## src/rtl/ebcpu_pkg.sv

```systemverilog
// ----------------------------------------------------------------------------
// ebcpu_pkg
// shared types and constants for the eight-bit cpu core step block
// ----------------------------------------------------------------------------
package ebcpu_pkg;

    localparam int ROM_DEPTH_DEF = 32768;
    localparam int RAM_DEPTH_DEF = 32768;

    // alu operations
    typedef enum logic [2:0] {
        ALU_LOAD,
        ALU_ADD,
        ALU_SUB,
        ALU_AND,
        ALU_OR,
        ALU_XOR,
        ALU_INC,
        ALU_DEC
    } alu_op_t;

    typedef struct packed {
        alu_op_t op;
        logic    carry_en;
    } alu_ctl_t;

    // one byte access on the shared memory port
    typedef struct packed {
        logic        rd;
        logic        wr;
        logic [15:0] addr;
        logic [7:0]  wdata;
    } mem_req_t;

    // flag bit positions
    localparam int FL_Z = 0;
    localparam int FL_C = 1;
    localparam int FL_N = 2;
    localparam int FL_V = 3;

endpackage

```

## src/rtl/ebcpu_alu.sv

```systemverilog
// ----------------------------------------------------------------------------
// ebcpu_alu
// shared 8-bit arithmetic and logic unit with flag generation
// ----------------------------------------------------------------------------
module ebcpu_alu (
    input  ebcpu_pkg::alu_ctl_t ctl,
    input  logic [7:0]          opnd_a,
    input  logic [7:0]          opnd_b,
    input  logic [3:0]          flags_in,
    output logic [7:0]          result,
    output logic [3:0]          flags_out
);
    import ebcpu_pkg::*;

    logic [7:0] bx;
    logic [8:0] sum9;
    logic [7:0] diff;

    always_comb begin
        // operand plus carry wraps at 8 bits
        bx   = opnd_b + {7'd0, ctl.carry_en & flags_in[FL_C]};
        sum9 = {1'b0, opnd_a} + {1'b0, bx};
        diff = opnd_a - bx;
        result    = opnd_b;
        flags_out = flags_in;
        unique case (ctl.op)
            ALU_LOAD: begin
                result = opnd_b;
                flags_out[FL_Z] = (opnd_b == 8'd0);
            end
            ALU_ADD: begin
                result = sum9[7:0];
                flags_out[FL_Z] = (sum9[7:0] == 8'd0);
                flags_out[FL_C] = sum9[8];
                flags_out[FL_N] = sum9[7];
                flags_out[FL_V] = ~(opnd_a[7] ^ bx[7]) & (opnd_a[7] ^ sum9[7]);
            end
            ALU_SUB: begin
                result = diff;
                flags_out[FL_Z] = (diff == 8'd0);
                flags_out[FL_C] = (bx > opnd_a);
                flags_out[FL_N] = diff[7];
                flags_out[FL_V] = (opnd_a[7] ^ bx[7]) & (opnd_a[7] ^ diff[7]);
            end
            ALU_AND: begin
                result = opnd_a & opnd_b;
                flags_out[FL_Z] = ((opnd_a & opnd_b) == 8'd0);
            end
            ALU_OR: begin
                result = opnd_a | opnd_b;
                flags_out[FL_Z] = ((opnd_a | opnd_b) == 8'd0);
            end
            ALU_XOR: begin
                result = opnd_a ^ opnd_b;
                flags_out[FL_Z] = ((opnd_a ^ opnd_b) == 8'd0);
            end
            ALU_INC: begin
                result = opnd_a + 8'd1;
                flags_out[FL_Z] = (opnd_a == 8'hFF);
                flags_out[FL_C] = (opnd_a == 8'hFF);
            end
            ALU_DEC: begin
                result = opnd_a - 8'd1;
                flags_out[FL_C] = (opnd_a == 8'd0);
                flags_out[FL_Z] = (opnd_a == 8'd1);
            end
            default: begin
                result    = opnd_b;
                flags_out = flags_in;
            end
        endcase
    end

endmodule

```

## config.mk

```make
export PLATFORM = sky130hd
export DESIGN_NAME = ebcpu_alu
export DESIGN_NICKNAME = d
export VERILOG_FILES = /design/src/rtl/ebcpu_pkg.sv /design/src/rtl/ebcpu_alu.sv
export SDC_FILE = /design/constraint.sdc
export NUM_CORES = 1
export LEC_CHECK = 0
export BUFFER_PORTS_ARGS = -buffer_cell sky130_fd_sc_hd__buf_2
export CORE_MARGIN = 1.5
export CORE_UTILIZATION = 30
export DETAILED_ROUTE_END_ITERATION = 7
export GPL_TIMING_DRIVEN = 1
export PLACE_DENSITY = 0.45
export SLEW_MARGIN = 0
export SYNTH_ARGS = -nofsm -noshare
export SYNTH_HDL_FRONTEND = slang
export SYNTH_SLANG_ARGS = --single-unit
```

## constraint.sdc

```tcl
create_clock -name vclk -period 5.1
set_input_delay 1.02 -clock vclk [all_inputs]
set_output_delay 1.02 -clock vclk [all_outputs]
set_load 0.01 [all_outputs]
```

==> results.cfg, run 1 <==
[sta]
fin_crit_ns = 4.882
relSlewSlack_pct = 57.99
hold_ws_ns = 2.329
max_freq_mhz = 204.8
rsz0062_at_grt = false
fin_crit_sh_pct = 95.73
finalHoldViolations = 0
fin_tns_setup_ns = 0
layout_setup_ws_ns = 0.2180
final-setup-viol-count = 0
maxSlewViolCount = 0
tightestPinTransition_ns = 0.6289

[logic_synthesis]
synth_commonest_cells = ha_1 (41), inv_1 (34), a21oi_1 (28)
synthTopCellsByArea = ha_1 (23%), xnor2_1 (6.8%), a21oi_1 (6.4%)
yosys.area.top_type = ha_1
synth_fp_nets = 383
synth_top_area_share_pct = 23.46
ys_seq_area_share_pct = 0
syn_area_um2 = 2187
synthDistinctLibCells = 56
synth_cells = 316
synth.avg_cell_area_um2 = 6.921
yosys_warnings = 0
synthMostInstantiatedCell = ha_1

[routing]
vias = 2371
finalWirelength_mm = 7.451
drt_iter0_drc = 120
ant_nets = 0
vias_per_cell = 5.488
firstDrtPassIters = 4
drt-wirelength-per-cell_um = 17.25
drc = 0

[floorplanning]
ioPinCount = 36
core_um2 = 6907
die_y_um = 88.39
rows = 30
start_util_pct = 31.67
dieArea_um2 = 7812
die_w_um = 88.39

[critical_path]
crit_arrival_ns = 3.86
cpMaxStageDelayCell = a2111oi_0
critPathMaxFanout = 4
required_ns = 4.08
worstSetupStartpointType = input port
path_cells = buf_2 > and2_1 > ha_1 > ha_1 > inv_1 > fa_1 > inv_1 > o22ai_1 > a2111oi_0 > buf_4 > a21oi_1 > a221oi_1 > a31oi_1 > buf_2
end_kind = output port
critPathKind = in -> out
slowest_delay_ns = 0.56

[power]
power_w = 0.0002619
powerDensity_nw_per_um2 = 107.7
p_leak_nw = 1.105
ir_drop_uv = 44.75

[global_route]
grt_pass1_vias = 2331
grt_max_degree = 31
grt_antenna_before_repair = 0
grt_pass1_wl_mm = 11.97
gr-usage-all-layers_pct = 19.56
grt.overflow.total = 0

[layout]
clkbuf_count = 0
num_antenna_cells = 0
area_growth_pct = 11.16
final_nets = 405
seqCellArea_um2 = 0
nFlopsAndLatches = 0
drive_above_1_share_pct = 13.99
final_area_um2 = 2431

[clock_network]
cts_hold_buf = 0

[placement]
gp_congestion = 0.8849
dp_slack_ns = 0.2014
dp_hpwl_mm = 6.036
io_buffers = 35
dpl_cell_area_um2 = 2416

[run_status]
status = finished, final reports clean

[flow_run]
cap_violations = 0

[worst_hold_path]
hold_class = in -> out
per-layer routing:
metal / wire, µm / global-route usage [%] / up-vias
met5: 0 / 0 / -
met4: 121 / 3.267 / 0
met3: 304 / 1.213 / 13
met2: 3456 / 33.24 / 58
met1: 3569 / 27.59 / 1098
li1: - / - / 1202
repair_timing:
action / in CTS / in global routing
resized for setup: 0 / 3
setup endpoints to repair: 0 / 1
buffers inserted: 0 / 0
worst paths after layout:
path   startpoint            to  slack, ns  depth (start not counted)
max   flags_in[1]     result[2]       0.22                         14
min   flags_in[2]  flags_out[2]       2.33                          3
cells in the final DEF (no fill, tap or decap), types with 3 or more instances in the layout:
cell and count:
a211oi_1 4, a21oi_1 27, a221oi_1 8, a22o_1 4, a31oi_1 10, and3_1 5, buf_2 35, buf_4 3
ha_1 41, inv_1 34, nand2_1 16, nand2b_1 6, nand3_1 9, nand4_1 7, nor2_1 20, nor2b_1 6
nor3_1 16, nor4_1 7, o21ai_0 11, o21bai_1 4, o22ai_1 3, xnor2_1 17, xor2_1 6
final cells by class:
type                       count  area, µm²
fill                         810       4476
inverter                      34      127.6
multi-input combinational    264       1986
tap                           96      120.1
timing repair buffer          38      197.7
cells by family after synthesis:
| family | count (synthesis) | share of synthesized area, % |
|---|---|---|
| and+or+nand+nor | 103 | 25.29 |
| adders and majority gates | 43 | 25.29 |
| AOI/OAI and AO/OA | 93 | 28.83 |
| xor gates and xnor gates | 24 | 10.24 |
| buffers and inverters | 52 | 9.897 |
| muxes | 1 | 0.4577 |
per-stage QoR:
step	cells	util (%)
floorplan	316	-
global placement	432	34.98
detailed placement	432	34.98
CTS	432	34.98
global route	432	35.20
finish	432	35.20
power by group:
group          internal, W  switching [W]
combinational     0.000105       0.000157
sequential               0              0
clock                    0              0
total             0.000105       0.000157
worst max-delay path, delay by kind of cell:
family / cells / cell delay (ns)
fa+ha+maj: 3 / 1.03
compound gates: 5 / 0.98
buf+inv: 5 / 0.67
simple gates: 1 / 0.15
Note: power is estimated with default switching activity, not from simulation.
==> inputs of run 2 (changes only) <==
--- a/config.mk
+++ b/config.mk
@@ -5,6 +5,7 @@
 export SDC_FILE = /design/constraint.sdc
 export NUM_CORES = 1
 export LEC_CHECK = 0
+export ABC_AREA = 1
 export BUFFER_PORTS_ARGS = -buffer_cell sky130_fd_sc_hd__buf_2
 export CORE_MARGIN = 1.5
 export CORE_UTILIZATION = 30
==> run 2 against run 1 <==
Maximum frequency increased by 7.2%. Critical path type unchanged. Non-clock buffer count decreased by 3. Total power decreased by 9.2%. Sequential cell count unchanged. Die area decreased by 0.34%. Critical path depth increased by 8. Cell area increased by 1.0%. Global-route usage decreased by 0.15 points.
==> results.cfg, run 2 <==
[run_status]
status = finished, final reports clean

[logic_synthesis]
synthMostInstantiatedCell = nand2_1
synthDistinctLibCells = 33
synth_cells = 396
ys_seq_area_share_pct = 0
yosys_warnings = 0
synth_commonest_cells = nand2_1 (104), inv_1 (61), nor2_1 (46)
synthTopCellsByArea = ha_1 (24%), nand2_1 (18%), inv_1 (11%)
yosys.area.top_type = ha_1
synth.avg_cell_area_um2 = 5.504
syn_area_um2 = 2180
synth_top_area_share_pct = 23.54
synth_fp_nets = 463

[layout]
layout_common_cells = nand2_1 (104), inv_1 (61), nor2_1 (46), nand3_1 (45), ha_1 (41)
clkbuf_count = 0
nFlopsAndLatches = 0
drive_above_1_share_pct = 12.18
num_antenna_cells = 0
final_nets = 496
layout_commonest_cell = nand2_1
fin_util_pct = 35.56
seqCellArea_um2 = 0
fillers = 835
area_growth_pct = 12.69

[critical_path]
slowest_delay_ns = 0.43
crit_top_cell = nand2_1
path_delay_family = adder cells
timing.critical_path.buf_inv = 6
crit_arrival_ns = 3.53
required_ns = 4.08
end_kind = output port
cpMaxStageDelayCell = ha_1
path_cells = buf_2 > nand2_1 > inv_1 > ha_1 > ha_1 > nand2_1 > inv_1 > nand2_1 > xor2_1 > inv_1 > ha_1 > inv_1 > nand2_1 > nand2_1 > a21oi_1 > nand2_1 > nand2_1 > nand2_1 > nand2_1 > nand4_1 > nand2_1 > buf_2
critPathKind = in -> out
critPathMaxFanout = 8
worstSetupStartpointType = input port

[power]
seq_power_share_pct = 0
clkPwrFrac_pct = 0
p_switching_w = 0.0001549
p_leak_nw = 1.394
powerDensity_nw_per_um2 = 96.81
comb_power_share_pct = 100.0
p_int_w = 0.00008287
p_sw_share_pct = 65.15
ir_drop_uv = 39.80

[global_route]
grt_antenna_before_repair = 0
gr-usage-all-layers_pct = 19.41
grt_max_degree = 12
grt_pass1_wl_mm = 11.86
grt.overflow.total = 0
grt_pass1_vias = 2409

[floorplanning]
core_um2 = 6907
rows = 30
die_y_um = 88.24
die_w_um = 88.24
dieArea_um2 = 7785
ioPinCount = 36
start_util_pct = 31.56

[clock_network]
cts_resized = 0
post_cts_buffers = 0
cts_hold_buf = 0

[routing]
vias_per_cell = 5.021
drt-wirelength-per-cell_um = 14.03
drt_iter0_drc = 151
ant_nets = 0
firstDrtPassIters = 4
drc = 0
finalWirelength_mm = 7.340
vias = 2626

[sta]
maxSlewViolCount = 0
hold_ws_ns = 2.378
fin_crit_sh_pct = 89.26
relSlewSlack_pct = 67.68
max_freq_mhz = 219.7
fin_crit_ns = 4.552
finalHoldViolations = 0
fin_tns_setup_ns = 0
tightestPinTransition_ns = 0.4804
rsz0062_at_grt = false
final-setup-viol-count = 0

[placement]
io_buffers = 35
dp_hpwl_mm = 6.352
gp_congestion = 0.8233

[flow_run]
cap_violations = 0

[worst_hold_path]
hold_class = in -> out
==> run 2: cell count changes after synthesis, sizes merged, moves of 6 or more <==
cell and delta:
nor2 +28, nand2b -6, nand4 +8, nor2b -6
a21oi -17, nand2 +89, nand3 +39, inv +37
xnor2 -16, a221oi -10, nor3 -13, a31oi -8
clkbuf -10
==> run 2: area by class of cell <==
| class | count | area, µm² | area share (%) |
|---|---|---|---|
| Inverter | 71 | 266.5 | 10.85 |
| Multi-Input combinational cell | 321 | 1894 | 77.13 |
| Tap cell | 96 | 120.1 | 4.890 |
| Timing Repair Buffer | 35 | 175.2 | 7.132 |
==> run 2: cell families after synthesis <==
family                     count (synthesis)  synth area share (%)
AOI/OAI and AO/OA                         39                 10.85
xor gates and xnor gates                   9                 3.617
adders and majority gates                 43                 25.37
buffers and inverters                     75                 13.09
and+or+nand+nor                          230                 47.07
==> run 2: worst paths after layout <==
check | start | end | slack [ns] | cells after the start
worst min-delay path | flags_in[2] | flags_out[2] | 2.38 | 4
worst max-delay path | flags_in[1] | flags_out[3] | 0.55 | 22
==> run 2: power by group through the flow <==
| stage | logic (W) | clock network [W] | registers [W] |
|---|---|---|---|
| after floorplan | 0.000160 | 0 | 0 |
| after global placement | 0.000237 | 0 | 0 |
| after detailed placement | 0.000237 | 0 | 0 |
| after CTS | 0.000238 | 0 | 0 |
| after global routing | 0.000273 | 0 | 0 |
| final | 0.000238 | 0 | 0 |
==> run 2: stage by stage <==
step	setup WS, ns	instances	total power, W	instance area [µm²]
after global routing	0.2299	523	0.0002725	2456
after floorplan	1.028	396	0.0001599	2180
final	0.5477	523	0.0002378	2456
after detailed placement	0.5261	523	0.0002373	2456
after CTS	0.5269	523	0.0002384	2456
after global placement	0.5369	523	0.0002369	2456
==> run 2: layer usage <==
metal / part of all wire (%) / global-route usage, % / wire [µm]
met5: 0 / 0 / 0
met2: 43 / 31.51 / 3169
met4: 0.61 / 1.278 / 45
met1: 52 / 29.76 / 3830
met3: 4.0 / 0.5597 / 294
